==> src/sv/size_class_block_allocator_unit_assert.svh <==
// ----------------------------------------------------------------------------
// size_class_block_allocator_unit_assert.svh
// Assertion macros for the allocator RTL, empty when synthesized.
// ----------------------------------------------------------------------------
`ifndef SIZE_CLASS_BLOCK_ALLOCATOR_UNIT_ASSERT_SVH
`define SIZE_CLASS_BLOCK_ALLOCATOR_UNIT_ASSERT_SVH

`ifndef SYNTHESIS

// antecedent true means consequent true in the same cycle
`define SCBA_ASSERT_IMPLIES(lbl, clk, rst_n, ante, cons) \
	lbl: assert property (@(posedge clk) disable iff (!rst_n) (ante) |-> (cons)) \
		else $error("assertion failed: implication");

// antecedent true means consequent true in the next cycle
`define SCBA_ASSERT_NEXT(lbl, clk, rst_n, ante, cons) \
	lbl: assert property (@(posedge clk) disable iff (!rst_n) (ante) |=> (cons)) \
		else $error("assertion failed: next cycle");

// condition never true
`define SCBA_ASSERT_NEVER(lbl, clk, rst_n, cond) \
	lbl: assert property (@(posedge clk) disable iff (!rst_n) !(cond)) \
		else $error("assertion failed: forbidden condition");

`else

`define SCBA_ASSERT_IMPLIES(lbl, clk, rst_n, ante, cons)
`define SCBA_ASSERT_NEXT(lbl, clk, rst_n, ante, cons)
`define SCBA_ASSERT_NEVER(lbl, clk, rst_n, cond)

`endif

`endif

==> src/sv/scba_ram.sv <==
// ----------------------------------------------------------------------------
// scba_ram
// Generic single write port RAM with one registered read port.
// ----------------------------------------------------------------------------
module scba_ram #(
	parameter int WIDTH = 64,
	parameter int DEPTH = 64
) (
	input  logic                     clk,
	input  logic                     we,
	input  logic [$clog2(DEPTH)-1:0] waddr,
	input  logic [WIDTH-1:0]         wdata,
	input  logic [$clog2(DEPTH)-1:0] raddr,
	output logic [WIDTH-1:0]         rdata
);

	logic [WIDTH-1:0] mem_q [DEPTH];
	logic [WIDTH-1:0] rdata_q;

	// write port
	always_ff @(posedge clk) begin
		if (we) begin
			mem_q[waddr] <= wdata;
		end
	end

	// registered read
	always_ff @(posedge clk) begin
		rdata_q <= mem_q[raddr];
	end

	assign rdata = rdata_q;

endmodule

==> config.mk <==
export PLATFORM = sky130hd
export DESIGN_NAME = scba_ram
export DESIGN_NICKNAME = d
export VERILOG_FILES = /design/src/sv/size_class_block_allocator_unit_assert.svh /design/src/sv/scba_ram.sv
export SDC_FILE = /design/constraint.sdc
export NUM_CORES = 2
export LEC_CHECK = 0
export BUFFER_PORTS_ARGS = -buffer_cell sky130_fd_sc_hd__buf_2
export CORE_MARGIN = 2
export CORE_UTILIZATION = 35
export CTS_BUF_LIST = sky130_fd_sc_hd__clkbuf_2 sky130_fd_sc_hd__clkbuf_4 sky130_fd_sc_hd__clkbuf_8
export CTS_CLUSTER_SIZE = 10
export DETAILED_ROUTE_END_ITERATION = 8
export HOLD_SLACK_MARGIN = 0.02
export MAX_ROUTING_LAYER = met4
export PLACE_DENSITY_LB_ADDON = 0.1
export SKIP_LAST_GASP = 1
export SYNTH_ARGS = -nofsm -noshare
export SYNTH_HDL_FRONTEND = slang
export SYNTH_SLANG_ARGS = --single-unit
==> constraint.sdc <==
create_clock -name clk -period 7.53 [get_ports clk]
set_input_delay 0.753 -clock clk [delete_from_list [all_inputs] [get_ports clk]]
set_output_delay 0.753 -clock clk [all_outputs]
set_load 0.005 [all_outputs]
Word-level counts from Yosys, hierarchy flattened. Memory sizes are Yosys's and may differ from the RTL's. A register that Yosys moved wholly into a read port is not among the register bits. Cells that the tools add are included.

Multiplexer cells: 2.

Operators with widths (number): 1-bit two-way mux (2).

Register bits after elaboration: 0. Bits in writable memories: 4096. Input port bits: 78. Output and inout bits: 64. Logic and storage cells: 3. Memories kept: 1.

Memories: mem_q (words 64, bits a word 64, read ports 1, clocked after memory_dff 1, write ports 1, RTL line scba_ram.sv:17) `logic [WIDTH-1:0] mem_q [DEPTH];`.

Longest topological paths before layout.
Word-level depth: 2. Gate-level depth with buffers: 9. Mapped depth without buffers: 5.

Worst setup path before layout. OpenSTA, ideal clock, no wires.

Path kind: in2reg. Start: input waddr[3]. End: memory mem_q[48][0] (enable). Setup time: 0.564 ns. Arrival: 5.625 ns. Required time: 6.966 ns. Slack: 1.341 ns. Stages on the path: 4. Path buffers: 1. Path through: clkbuf_1 > nor2b_1 > nand4b_1 > nor3_1.

RTL lines: from (decl) (RTL line scba_ram.sv:11) `input logic [$clog2(DEPTH)-1:0] waddr,`; to (decl) (RTL line scba_ram.sv:17).

No word-level cell before the write port.

==> summary.txt <==
Synthesis
  – FF+latch count, synth: 4160
  – Main combinational cell family by area after synthesis: multiplexers
  – Library cells used by synthesis: 33
  – Post-synth EDFFs: ~4.1k
  – Seq/Total Area, Yosys: ~79%
  – Synth warn: 0
  – Post-synthesis async set-or-reset flop share: 0%
  – Main flop type after synthesis: edfxtp_1
  – Post-synthesis mux area share: 15.6%
  – Xor/xnor cell area share of the yosys netlist: 0%
  – Syn Area/Cell: 23.7 sq um
  – Post-Synth Simple-Gate Area: under 10%
  – Synth Area in Compound Gates: 2.48%
  – Synth Cell Area: between 150000 and 200000 sq um
  – Syn Inst Count: 6598
  – Synth Area in Adders: 0%
  – Net Count, Synth: between 6k and 7k

Floorplanning
  – Die height: between 600 and 700 um
  – # IOs: 142
  – Cell Rows: 245
  – Starting Density: a little over a third
  – Chip width: 672 um
  – Core area: 445000 sq um
  – Die area: 452000 sq um

Clock tree
  – # resized after CTS: 0
  – Cts hold-fix bufs: 0
  – CTS H-tree depth: 6
  – Clk pin slew, worst setup/hold paths: 0.06 ns
  – Worst skew pair latency: 1.25 ns
  – Max clock buf depth: 4
  – Root Buffer Master: clkbuf_8
  – Sink Count: 4160
  – Cts bufs inserted: just over 700
  – Post-CTS setup buffers: 0
  – TritonCTS clock tree: built

STA
  – Setup TNS: 0 ns
  – RSZ-0062 raised after global routing: false
  – Slew HR: between 15 and 20%
  – Hold Vio Cnt, Final: 0
  – Min cycle time layout: 3.11 ns
  – Worst Slack Setup Final: 4.42 ns
  – Worst Max-Slew Pin Slew: ~1.3 ns
  – Fmax: roughly 320 MHz
  – Period utilization: 41.2%
  – Finish-stage setup viols: 0
  – Slew Viols, Final: 0
  – Clock Skew: 0.0539 ns

Status
  – Status: finished, final reports clean

Critical path
  – Critical path peak fanout: 64
  – Crit Path Category: primary input to register
  – Critical path arrival: 4.16 ns
  – Critical Path RT: 8.59 ns
  – Cell family with most CP delay: simple AND/OR/NAND/NOR gates
  – WP buf/inv: 2
  – Highest cell delay on the worst timing path: 1.04 ns
  – Worst path slowest cell: nor2b_4
  – Crit-path cells: buf_8, nor2b_4, buf_4, a22oi_1, and3_1, a211oi_1
  – Nature of the critical path endpoint: register
  – Critical Path Source Type: primary input

Routing
  – Drt drc: 0
  – Vias/cell: 5.53
  – Drt pass-1 iters: 6
  – Final wirelength: 497000 um
  – Post-DRT Antenna Nets: 0
  – Vias: 76.3k
  – Drt wl/cell: 36.0 um
  – First-iteration detailed-routing DRC count: 7693

GRT
  – Largest net degree at the start of global routing: 120
  – Total Routing Usage GR: 22.4%
  – GRT overflow: 0
  – Vias in the first global route: 79.8k
  – Initial antenna violation count: 62
  – First-pass GRT wire length: 679000 um

Finish
  – Register area: 124000 sq um
  – Most common cell after layout, fill and taps aside: edfxtp_1
  – Most frequent cells in the layout: edfxtp_1, mux4_2, clkbuf_8
  – Fillers: 39.6k
  – Fin nets: 7365
  – Multi-input logic area: 30800 sq um
  – Share of cells above drive strength 1: 32.9%
  – Area Growth Syn to Fin: 14.5%

Power and ir drop
  – Leak: 55.5 nW
  – Power Dens Cells: 266 nW/um^2
  – VDD IR max: 169 uV

Place
  – Pre-CTS setup slack: 3.19 ns
  – DPL Wire Length: 258000 um
  – RePlAce Congestion: 0.753
  – Number of I/O port buffers: roughly 140

Flow run
  – Maxcap violations: 0

Worst hold path
  – Min-delay worst type: primary input to register
==> path summary, 6_finish.rpt <==
path                 start            to  slack [ns]  cells after the start
min reg2reg  mem_q[36][44]     rdata[44]        0.81                      4
min              wdata[32]  mem_q[6][32]        0.21                      2
max               raddr[2]     rdata[27]        4.42                      6
max reg2reg  mem_q[13][30]     rdata[30]        5.21                      5
==> metal layers <==
layer | wire length (um) | part of all wire (%) | GRT usage, % | vias up
met4 | 9670 | 1.9 | 4.61 | 0
met3 | 26800 | 5.4 | 3.16 | 640
li1 | - | - | - | 30100
met1 | 214000 | 43 | 30.0 | 43100
met2 | 247000 | 50 | 36.7 | 2507
met5 | 0 | 0 | - | -
==> metrics by stage <==
step	hold slack, ns	power [W]	cell area [sq um]	cells	util, %
after floorplan	0.788	0.0274	156000	6598	-
after global placement	0.819	0.0286	165000	12500	37.2
after detailed placement	0.832	0.0286	165000	12500	37.2
after CTS	0.0822	0.0482	179000	13800	40.2
after global routing	0.152	0.0493	179000	13800	40.2
final	0.206	0.0476	179000	13800	40.2
==> logic make-up (layout without fill, tap and decap cells) <==
kind of cell    Yosys count  after routing
compound gates          504            504
other cells               0             27
flops                  4160           4160
buf+inv                 389           1636
simple gates            386            386
mux                    1159           1159
==> cells in the mapped netlist (3+ instances only) <==
cell type  count  area (sq um)
a22oi_1      168          1260
buf_1         20          75.1
buf_6          6          67.6
a211oi_1      63           473
mux4_2      1024         23100
nor2b_1       28           175
or3_1         29           181
nand3_1       45           225
edfxtp_1    4096        123000
o22ai_1       83           519
buf_4         34           255
dfxtp_1       64          1280
a2bb2oi_1     19           166
and3_1        64           400
nand2_1       58           218
buf_2        170           851
a41oi_1       26           228
o221ai_1      38           333
mux2i_1      135          1350
nand2b_1      11          68.8
inv_1         19          71.3
nor2_1       112           420
clkbuf_1     140           526
and2_1         3          18.8
a22o_1        88           771
or2_2         28           175
a31oi_1       18           113
==> state kept, by name, indices dropped and copies added (netlist names) <==
register / flops
mem_q: 4096
rdata: 64
==> worst register-to-register path, cell delays in order (launching register included) <==
cell	delay, ns
edfxtp_1	0.36
mux4_2	0.53
nor2b_1	0.16
a211oi_1	0.52
o22ai_1	0.38
and3_1	0.25
==> cell type report <==
cell class / count / area share, %
clock buffer: 987 / 6.66
inverter: 19 / 0.0398
tap: 5928 / 4.14
clock inverter: 277 / 0.838
multi-input combinational: 2049 / 17.2
sequential: 4160 / 69.4
timing repair buffer: 353 / 1.65
antenna: 27 / 0.0377
==> power by group <==
group | leakage (nW) | switching [W] | internal (W)
Clock | 7.11 | 0.00926 | 0.0103
Combinational | 11.0 | 0.00145 | 0.000794
Sequential | 37.4 | 0.000140 | 0.0257
No activity file was read; power rests on OpenSTA's default activity.
