**config.mk**
```make
export PLATFORM = sky130hd
export DESIGN_NAME = scba_ffs
export DESIGN_NICKNAME = d
export VERILOG_FILES = /design/src/sv/size_class_block_allocator_unit_assert.svh /design/src/sv/scba_pkg.sv /design/src/sv/scba_ffs.sv
export SDC_FILE = /design/constraint.sdc
export NUM_CORES = 1
export LEC_CHECK = 0
export ABC_AREA = 1
export BUFFER_PORTS_ARGS = -buffer_cell sky130_fd_sc_hd__buf_2
export CAP_MARGIN = 5
export CELL_PAD_IN_SITES_DETAIL_PLACEMENT = 1
export CELL_PAD_IN_SITES_GLOBAL_PLACEMENT = 1
export CORE_MARGIN = 3
export CORE_UTILIZATION = 29
export DETAILED_ROUTE_END_ITERATION = 10
export GPL_TIMING_DRIVEN = 1
export PLACE_DENSITY_LB_ADDON = 0.1
export RECOVER_POWER = 50
export SLEW_MARGIN = 30
export SYNTH_ARGS = -nofsm -noshare
export SYNTH_HDL_FRONTEND = slang
export SYNTH_SLANG_ARGS = --single-unit
```
**constraint.sdc**
```tcl
create_clock -name vclk -period 3.9
set_input_delay 0.585 -clock vclk [all_inputs]
set_output_delay 0.585 -clock vclk [all_outputs]
set_load 0.005 [all_outputs]
```
**src/sv/size_class_block_allocator_unit_assert.svh**
```systemverilog
// ----------------------------------------------------------------------------
// size_class_block_allocator_unit_assert.svh
// Assertion macros for the allocator RTL, empty when synthesized.
// ----------------------------------------------------------------------------
`ifndef SIZE_CLASS_BLOCK_ALLOCATOR_UNIT_ASSERT_SVH
`define SIZE_CLASS_BLOCK_ALLOCATOR_UNIT_ASSERT_SVH

`ifndef SYNTHESIS

// antecedent true means consequent true in the same cycle
`define SCBA_ASSERT_IMPLIES(lbl, clk, rst_n, ante, cons) \
	lbl: assert property (@(posedge clk) disable iff (!rst_n) (ante) |-> (cons)) \
		else $error("assertion failed: implication");

// antecedent true means consequent true in the next cycle
`define SCBA_ASSERT_NEXT(lbl, clk, rst_n, ante, cons) \
	lbl: assert property (@(posedge clk) disable iff (!rst_n) (ante) |=> (cons)) \
		else $error("assertion failed: next cycle");

// condition never true
`define SCBA_ASSERT_NEVER(lbl, clk, rst_n, cond) \
	lbl: assert property (@(posedge clk) disable iff (!rst_n) !(cond)) \
		else $error("assertion failed: forbidden condition");

`else

`define SCBA_ASSERT_IMPLIES(lbl, clk, rst_n, ante, cons)
`define SCBA_ASSERT_NEXT(lbl, clk, rst_n, ante, cons)
`define SCBA_ASSERT_NEVER(lbl, clk, rst_n, cond)

`endif

`endif

```
**src/sv/scba_pkg.sv**
```systemverilog
// ----------------------------------------------------------------------------
// scba_pkg
// Constants, codes and types of the size class block allocator.
// ----------------------------------------------------------------------------
package scba_pkg;

	// geometry
	localparam int NUM_CLASSES      = 4;
	localparam int CLS_W            = 2;
	localparam int IDX_W            = 10;
	localparam int CNT_W            = 11;
	localparam int BLOCKS_PER_CLASS = 1024;
	localparam int WORD_W           = 64;
	localparam int BIT_W            = $clog2(WORD_W);
	localparam int WORDS_PER_CLASS  = BLOCKS_PER_CLASS / WORD_W;
	localparam int WSEL_W           = $clog2(WORDS_PER_CLASS);
	localparam int RAM_DEPTH        = NUM_CLASSES * WORDS_PER_CLASS;
	localparam int RAM_AW           = $clog2(RAM_DEPTH);
	localparam int NWORD_W          = WSEL_W + 1;

	// find-first-zero grouping
	localparam int GRP_W   = 8;
	localparam int NGRP    = WORD_W / GRP_W;
	localparam int GRP_BW  = $clog2(GRP_W);
	localparam int NGRP_BW = BIT_W - GRP_BW;

	// stream widths
	localparam int SIZE_W = 32;
	localparam int IN_W   = 48;
	localparam int OUT_W  = 16;

	// class upper bounds in bytes (exclusive)
	localparam logic [SIZE_W-1:0] BOUND_A = 32'd64;
	localparam logic [SIZE_W-1:0] BOUND_B = 32'd128;
	localparam logic [SIZE_W-1:0] BOUND_C = 32'd256;
	localparam logic [SIZE_W-1:0] BOUND_D = 32'd512;

	localparam logic [CNT_W-1:0] COUNT_RESET = CNT_W'(1024);
	localparam logic [CNT_W-1:0] BLOCK_LIMIT = CNT_W'(BLOCKS_PER_CLASS);

	localparam logic [CLS_W-1:0] CLASS_A    = 2'd0;
	localparam logic [CLS_W-1:0] CLASS_B    = 2'd1;
	localparam logic [CLS_W-1:0] CLASS_C    = 2'd2;
	localparam logic [CLS_W-1:0] CLASS_D    = 2'd3;
	localparam logic [CLS_W-1:0] CLASS_LAST = CLASS_D;

	// request kind on the input tuser
	localparam logic MODE_ALLOC = 1'b0;
	localparam logic MODE_FREE  = 1'b1;

	typedef enum logic [1:0] {
		ST_GRANT     = 2'd0,
		ST_EXTERNAL  = 2'd1,
		ST_EXHAUSTED = 2'd2,
		ST_FREED     = 2'd3
	} status_t;

	typedef enum logic [2:0] {
		S_IDLE,
		S_SCAN,
		S_PICK,
		S_FREE_RD,
		S_FREE_WR
	} state_t;

	// result of the find-first-zero unit
	typedef struct packed {
		logic             found;
		logic [BIT_W-1:0] pos;
	} ffs_t;

endpackage

```
**src/sv/scba_ffs.sv**
```systemverilog
// ----------------------------------------------------------------------------
// scba_ffs
// Shared find-first-zero unit: lowest clear bit of a word, searched by byte.
// ----------------------------------------------------------------------------
module scba_ffs (
	input  logic [scba_pkg::WORD_W-1:0] vec,
	output scba_pkg::ffs_t              res
);

	logic [scba_pkg::NGRP-1:0]    grp_zero;
	logic [scba_pkg::NGRP_BW-1:0] grp_sel;
	logic [scba_pkg::GRP_W-1:0]   grp_bits;
	logic [scba_pkg::GRP_BW-1:0]  bit_sel;

	// which byte groups hold a clear bit
	always_comb begin
		for (int g = 0; g < scba_pkg::NGRP; g++) begin
			grp_zero[g] = ~&vec[g*scba_pkg::GRP_W +: scba_pkg::GRP_W];
		end
	end

	// lowest group with a clear bit
	always_comb begin
		grp_sel = '0;
		for (int g = scba_pkg::NGRP - 1; g >= 0; g--) begin
			if (grp_zero[g]) begin
				grp_sel = scba_pkg::NGRP_BW'(g);
			end
		end
	end

	assign grp_bits = vec[grp_sel*scba_pkg::GRP_W +: scba_pkg::GRP_W];

	// lowest clear bit inside that group
	always_comb begin
		bit_sel = '0;
		for (int b = scba_pkg::GRP_W - 1; b >= 0; b--) begin
			if (!grp_bits[b]) begin
				bit_sel = scba_pkg::GRP_BW'(b);
			end
		end
	end

	assign res.found = |grp_zero;
	assign res.pos   = {grp_sel, bit_sel};

endmodule
```
# After elaboration in Yosys (flattened, before gate mapping)
# Cells that the tools add are included.
# totals
regBits	0
inputBits	64
output_inout_bits	7
elab_cells	34
# classes
n_shift	1
n_mux	16
n_reduce_logical	17
# ops
operator	count
$reduce_and 8->1	8
$shiftx 64x7->8	1
$mux 3	16
$logic_not 1->1	8
$reduce_or 8->1	1

# Logic depth before layout (Yosys ltp)
# Gate-level depths: netlist of the first run.
# logic_depth
ltp_word	18
mapped_depth	23
depth_no_buf	22

# Least setup slack after synthesis of the first run
# Ideal clock, no wire load.
# synth_timing
kind	input to output
startpoint	input port vec[1] in the netlist's numbering
endpoint	output port res[2] in the netlist's numbering
t_arrival_ps	2089
t_required_ps	3315
path_slack_ps	1226
cell_stages	10
path_buffers	1
path_cell_list	nand2_1 -> nor3_4 -> nand2_4 -> a21oi_4 -> buf_6 -> nand2_1 -> o21a_1 -> nor3_2 -> nand2_1 -> a21oi_2
# synth_rtl
element	line_no	rtl
start: declaration	scba_ffs.sv:6	input logic [scba_pkg::WORD_W-1:0] vec,
end: declaration	scba_ffs.sv:7	output scba_pkg::ffs_t res

==> run summary, run 1 <==
Combinational share of power: 1.000
Leakage: 0.7417 nW
Critical Path Source Type: input pin
Fill cell count: 536
Max-Cap Viols: 0
Final hold violations: 0
Max VDD drop: 0.01898 mV
CP arrival: 2.78 ns
Pwr per Cell Area: 60.07 nW/um^2
DRC violations left: 0
GR Util met3: 0.01349
# IOs: 71
Post-Route WL: 4654 um
Core area: 3442 sq um
Port Buffers: 71
Max Slew Vio Count: 0
Initial Util: 0.3126
Tot GR Track Use: 0.2028
Crit share post-route: 0.8616
Switch share: 0.5387
Ys Warns: 0
Post-synthesis cell type count: 32
Crit Path Category: input pin to primary output
CP max stage cell: nor3_4
Delay-heaviest family, CP: simple AND/OR/NAND/NOR gates
WP depth: 15
Vias per cell: 5.081
Syn_area_per_cell: 5.173 sq um
Hold buffers post-CTS: 0
Worst path required time: 3.31 ns
Run status: completed
Slew @ Worst Pin: 0.5353 ns
Row Count: 21
P_int: 0.03998 mW
Seq_cells: 0
Crit path cell chain: buf_2, nand2_1, nor3_4, inv_2, a21oi_2, buf_4, nor2_1, nor2_1, o21ai_1, nand2_1, nor2_1, nor3_2, nand2_1, a21oi_2, buf_2
Fraction of layout cells with a size suffix above 1: 0.3431
Die Ht: 66.92 um
Design Power: 0.08666 mW
RSZ-0062 raised after global routing: false
Die ar.: 4478 sq um
Initial antenna violation count: 0
Post-Route Setup TNS: 0 ns
Post-Syn Area: 1076 sq um
Grt met2 use: 0.3700
DRT Pass-1 Iters: 4
Sequential area share after synthesis: 0
Crit path buffers/inverters: 4
Met1 GRT Util: 0.2622
Max_slew headroom: 0.6420
DR vias: 1626
Layout area overhead: 34.07%
Hold path startpoint: vec[26]
Clock power frac: 0
CP endpoint kind: primary output
Gr busiest metal: met2
RePlAce Congestion: 0.8607
Sequential power share: 0
CTS-repair resized insts: 0
Hold depth: 7
Most common cell after layout, fill and taps aside: nand2_1
Avg WL per Cell: 14.54 um
Remaining Overflow, GRT: 0
Multi-input gate area: 955.9 sq um
Ant. Diodes: 0
Post-Synthesis Cells: 208
1st-iter DRT viols: 38
Die width: 66.92 um
Commonest non-fill, non-tap cells in the layout: 72 x nand2_1, 71 x buf_2, 30 x nand3_1, 25 x nor2_1, 15 x inv_1
Critical path startpoint: vec[1]
Post-Syn Nets: 272
Postcts setup bufs: 0
NetSw: 0.04668 mW
Post-DP HPWL: 4090 um
Antenna Nets Post-Route: 0
Final setup violation count: 0
FF/Latch Area: 0 sq um
Minimum clock period: 3.360 ns
Nets: 340
CP peak stage delay: 0.51 ns
Largest net degree at the start of global routing: 34
Vias in the first global route: 1551
Worst hold-check path type: input pin to primary output
Max Clk Rate: 297.6 MHz
First-pass GRT wire length: 7051 um
Clock buffer cells: 0
Worst-path fanout max: 16
[layout make-up]
cell class,instances,area share
repair buffers,72,0.2515
well taps,46,0.03990
multi-input cells,185,0.6626
inverters,17,0.04597
[layer usage]
layer / routed length, um / vias to the layer above
li1: - / 832
met1: 2087 / 729
met5: 0 / -
met3: 333 / 6
met2: 2170 / 59
met4: 61 / 0
[kinds of logic (layout without fill, tap and decap cells)]
group,Yosys count,count (layout),synth area share
and+or+nand+nor,153,153,0.6837
AOI/OAI and AO/OA,32,32,0.2047
buffers and inverters,23,89,0.1116
[power groups by stage]
stage,registers [mW],clock network [mW],logic [mW]
after floorplan,0,0,0.0345
after global placement,0,0,0.0866
after detailed placement,0,0,0.0865
after CTS,0,0,0.0869
after global routing,0,0,0.0971
final,0,0,0.0867
[through the flow]
| step | worst slack (ns) | hold slack (ns) | instances | utilization | area [sq um] |
|---|---|---|---|---|---|
| floorplan | 1.226 | 1.430 | 208 | - | 1076 |
| global placement | 0.6464 | 1.669 | 320 | 0.4191 | 1443 |
| detailed placement | 0.5660 | 1.674 | 320 | 0.4191 | 1443 |
| CTS | 0.5621 | 1.674 | 320 | 0.4191 | 1443 |
| global route | 0.3644 | 1.747 | 320 | 0.4191 | 1443 |
| finish | 0.5397 | 1.667 | 320 | 0.4191 | 1443 |
[synth_stat cells, types with 2 or more instances]
cell type	n	area, sq um
a21oi_1	2	10.01
a21oi_2	3	26.28
a21oi_4	2	32.53
buf_4	2	15.01
buf_6	3	33.78
inv_1	15	56.30
nand2_1	72	270.3
nand2_4	3	33.78
nand3_1	30	150.1
nand4_1	8	50.05
nor2_1	25	93.84
nor3_2	2	20.02
o211ai_1	7	52.55
o21ai_0	9	45.04
o21ai_1	4	20.02
o22ai_1	3	18.77
or2_2	3	18.77
[path summary, 6_finish.rpt]
| path | to | slack [ns] |
|---|---|---|
| min | res[6] | 1.67 |
| max | res[2] | 0.54 |
Power figures use the tool's default switching activity.
==> inputs of run 2 (changes only) <==
- BUFFER_PORTS_ARGS: -buffer_cell sky130_fd_sc_hd__buf_2 -> -buffer_cell sky130_fd_sc_hd__clkbuf_2
==> run 2 against run 1 <==
Against the previous run: critical path depth fell by 1; first-iteration DRC count grew 47%; final cell count unchanged; maximum frequency fell by 3.2%; final area shrank 0.52%; sequential share of layout area unchanged; utilization is 0.22 points lower; die area unchanged.
==> run summary, run 2 (synthesis results as in run 1) <==
Run status: completed
Final setup violation count: 0
DRT Pass-1 Iters: 4
Max Clk Rate: 288.1 MHz
Die width: 66.92 um
Worst hold-check path type: input pin to primary output
Min-Delay Endpoint: res[6]
RePlAce Congestion: 0.8542
Seq_cells: 0
Layout area overhead: 33.37%
Largest net degree at the start of global routing: 34
Max Slew Vio Count: 0
Slew @ Worst Pin: 0.4660 ns
Initial Util: 0.3126
Crit Path Category: input pin to primary output
Minimum clock period: 3.472 ns
Vias per cell: 5.003
Fraction of layout cells with a size suffix above 1: 0.3394
Antenna Nets Post-Route: 0
Setup slack after layout: 0.4285 ns
Hold buffers post-CTS: 0
Fill cell count: 541
Pwr per Cell Area: 59.81 nW/um^2
CP endpoint kind: primary output
CP max stage cell: nor3_4
Worst path required time: 3.31 ns
CP peak stage delay: 0.45 ns
Die Ht: 66.92 um
Max VDD drop: 0.01855 mV
Postcts setup bufs: 0
DRC violations left: 0
Avg WL per Cell: 14.32 um
FF/Latch Area: 0 sq um
Top cell by count, worst path: nand2_1
Dpl ws: 0.5736 ns
Area after DPL: 1443 sq um
1st-iter DRT viols: 56
RSZ-0062 raised after global routing: false
Critical path startpoint: vec[1]
Max-Cap Viols: 0
Hold path startpoint: vec[26]
Final hold violations: 0
CP arrival: 2.89 ns
Crit share post-route: 0.8901
Critical Path Source Type: input pin
Final Cell Area: 1435 sq um
Leakage: 0.7362 nW
Crit path cell chain: clkbuf_2, nand2_1, nor3_4, nand2_1, a21oi_4, nand3_1, nand2_1, nor2_1, a21oi_2, nand2_1, nand2_1, nand2_1, a21oi_1, clkbuf_2
Port Buffers: 71
Post-Route Setup TNS: 0 ns
Worst-path fanout max: 14
Core area: 3442 sq um
WHS: 1.660 ns
# IOs: 71
Most common cell after layout, fill and taps aside: nand2_1
Commonest non-fill, non-tap cells in the layout: 73 x nand2_1, 71 x clkbuf_2, 30 x nand3_1, 25 x nor2_1, 15 x inv_1
Clock buffer cells: 0
Max_slew headroom: 0.6883
Row Count: 21
First-pass GRT wire length: 7341 um
CTS-repair resized insts: 0
DR vias: 1601
Initial antenna violation count: 0
Vias in the first global route: 1612
Crit path buffers/inverters: 2
Hold depth: 7
Remaining Overflow, GRT: 0
Nets: 340
Ant. Diodes: 0
Delay-heaviest family, CP: simple AND/OR/NAND/NOR gates
Die ar.: 4478 sq um
Post-Route WL: 4582 um
Post-DP HPWL: 4021 um
Tot GR Track Use: 0.2101
## run 2: how the worst max path moves through the flow
stage / end / slack (ns) / cells after the start
final: res[0] / 0.43 / 14
after global routing: res[0] / 0.19 / 14
after CTS: res[0] / 0.57 / 14
after detailed placement: res[0] / 0.57 / 14
after global placement: res[0] / 0.63 / 14
after floorplan: res[2] / 1.23 / 10
## run 2: final cells by class
type / count / area [sq um] / share of cell area
inverter: 17 / 66.31 / 0.04621
tap: 46 / 57.56 / 0.04010
multi-input combinational: 185 / 948.4 / 0.6609
timing repair buffer: 72 / 362.8 / 0.2528
## run 2: through the flow
| stage | utilization | instances | power (mW) |
|---|---|---|---|
| final | 0.4169 | 320 | 0.08584 |
| after global routing | 0.4169 | 320 | 0.09674 |
| after CTS | 0.4191 | 320 | 0.08655 |
| after detailed placement | 0.4191 | 320 | 0.08613 |
| after global placement | 0.4191 | 320 | 0.08657 |
| after floorplan | - | 208 | 0.03447 |
## run 2: power by group
part / switching (mW) / total (mW) / internal, mW
clock: 0 / 0 / 0
sequential: 0 / 0 / 0
combinational: 0.0459 / 0.0858 / 0.0400
total: 0.0459 / 0.0858 / 0.0400
## run 2: per-layer routing
layer | GRT usage | routed length (um) | part of all wire
met1 | 0.2701 | 2108 | 0.46
met2 | 0.3886 | 2173 | 0.47
met3 | 0.01180 | 240 | 0.052
met4 | 0.02785 | 59 | 0.013
met5 | 0 | 0 | 0
==> inputs of run 3 (changes only) <==
- CORE_UTILIZATION: 29 -> 24
- clock period: 3.9 -> 2.9 ns (I/O delays scaled with it)
==> run 3 against run 2 <==
Against the previous run: sequential cell count is the same; highest routed layer unchanged; critical endpoint unchanged; utilization grew 3.6 points; final area grew 32%; critical path type unchanged.
==> run summary, run 3 (synthesis results as in run 1) <==
FF/Latch Area: 0 sq um
Placed Instances: 338
Dpl ws: -0.1066 ns
Crit path cell chain: clkbuf_2, nand2_1, nor4_4, nand2_2, nand2_4, nand2_8, buf_8, nand2_2, nand3_2, nand2_1, nand2_1, nand2_1, nand2_1, nand2_1, nand2_1, nand2_1, nand2_1, a21oi_2, buf_2
CP max stage cell: nor4_4
Final setup violation count: 0
Setup slack after layout: 0.04243 ns
Max_slew headroom: 0.8212
Hold buffers post-CTS: 0
RSZ-0062 raised after global routing: true
Port Buffers: 71
Pwr per Cell Area: 75.86 nW/um^2
Worst hold-check path type: input pin to primary output
Post-DP HPWL: 4487 um
Fraction of layout cells with a size suffix above 1: 0.4916
Run status: completed
Crit share post-route: 0.9854
Vias in the first global route: 1802
Initial Util: 0.2579
Die ar.: 5323 sq um
Max VDD drop: 0.03290 mV
DRC violations left: 0
Layout area overhead: 75.70%
Vias per cell: 5.166
Largest net degree at the start of global routing: 18
Leakage: 0.9344 nW
Top cell by count, worst path: nand2_1
DRT Pass-1 Iters: 4
Clock buffer cells: 0
Switch share: 0.4954
RePlAce Congestion: 0.9110
Nets: 365
Clock power frac: 0
Seq_cells: 0
Combinational share of power: 1.000
Worst path required time: 2.47 ns
Ant. Diodes: 0
Die width: 72.96 um
Tot GR Track Use: 0.1946
CP peak stage delay: 0.35 ns
# IOs: 71
CP arrival: 2.42 ns
First-pass GRT wire length: 8286 um
Sequential power share: 0
Remaining Overflow, GRT: 0
Worst-path fanout max: 5
Slew @ Worst Pin: 0.2663 ns
P_int: 0.07237 mW
Post-Layout Cell Count: 349
Design Power: 0.1434 mW
Layout Utilization: 0.4531
Die Ht: 72.96 um
Crit Path Category: input pin to primary output
Max Clk Rate: 349.9 MHz
Avg WL per Cell: 16.16 um
NetSw: 0.07105 mW
Critical Path Source Type: input pin
Core area: 4173 sq um
Fill cell count: 594
CP endpoint kind: primary output
Max Slew Vio Count: 0
Row Count: 23
Final hold violations: 0
Antenna Nets Post-Route: 0
1st-iter DRT viols: 65
DR vias: 1803
Max-Cap Viols: 0
Post-Route WL: 5640 um
Minimum clock period: 2.858 ns
Commonest non-fill, non-tap cells in the layout: 59 x nand2_1, 54 x clkbuf_2, 26 x nand3_1, 19 x nor2_1
Most common cell after layout, fill and taps aside: nand2_1
Initial antenna violation count: 0
run 3: changes by cell type in the layout (fill, tap and decap cells not counted), moves of 6 or more:
| cell | previous run | this run |
|---|---|---|
| clkbuf_2 | 71 | 54 |
| nand2_1 | 73 | 59 |
| nor2_1 | 25 | 19 |
| buf_4 | 1 | 18 |
| nand2_2 | 1 | 14 |
| buf_6 | 0 | 18 |
run 3: metrics by stage:
| stage | setup TNS (ns) | hold slack [ns] | cell area [sq um] |
|---|---|---|---|
| CTS | 0 | 1.408 | 1589 |
| global route | -0.4145 | 1.411 | 1891 |
| floorplan | 0 | 1.130 | 1076 |
| finish | 0 | 1.386 | 1891 |
| global placement | -0.1001 | 1.404 | 1565 |
| detailed placement | -0.2588 | 1.403 | 1565 |
run 3: metal layers:
layer | vias to the layer above | track usage | part of all wire
met5 | - | 0 | 0
met4 | 0 | 0.04508 | 0.023
met3 | 12 | 0.02066 | 0.073
met2 | 79 | 0.3267 | 0.48
met1 | 818 | 0.2658 | 0.43
li1 | 894 | - | -
run 3: path summary, 6_finish.rpt:
kind | cells after the start | start | to | slack, ns
setup / recovery | 19 | vec[22] | res[0] | 0.04
hold / removal | 6 | vec[0] | res[0] | 1.39
run 3: worst max-delay path: cells and delay by family:
kind,cells,cell delay [ns]
AND/OR/NAND/NOR,15,1.49
buffers and inverters,3,0.35
AO/OA/AOI/OAI,1,0.12
run 3: cell type report:
type / instances / area, sq um / area share
Multi-Input combinational cell: 187 / 1084 / 0.5731
Timing Repair Buffer: 95 / 678.2 / 0.3587
Inverter: 17 / 66.31 / 0.03508
Tap cell: 50 / 62.56 / 0.03309
run 3: power groups by stage:
stage,combinational [mW],clock [mW],sequential [mW]
after floorplan,0.0464,0,0
after global placement,0.119,0,0
after detailed placement,0.119,0,0
after CTS,0.120,0,0
after global routing,0.159,0,0
final,0.143,0,0
run 3: what timing repair did:
item / in CTS / in global routing
cloned: 0 / 3
resized for setup: 1 / 59
pin swaps: 2 / 32
setup endpoints to repair: 3 / 3
setup buffers: 2 / 6
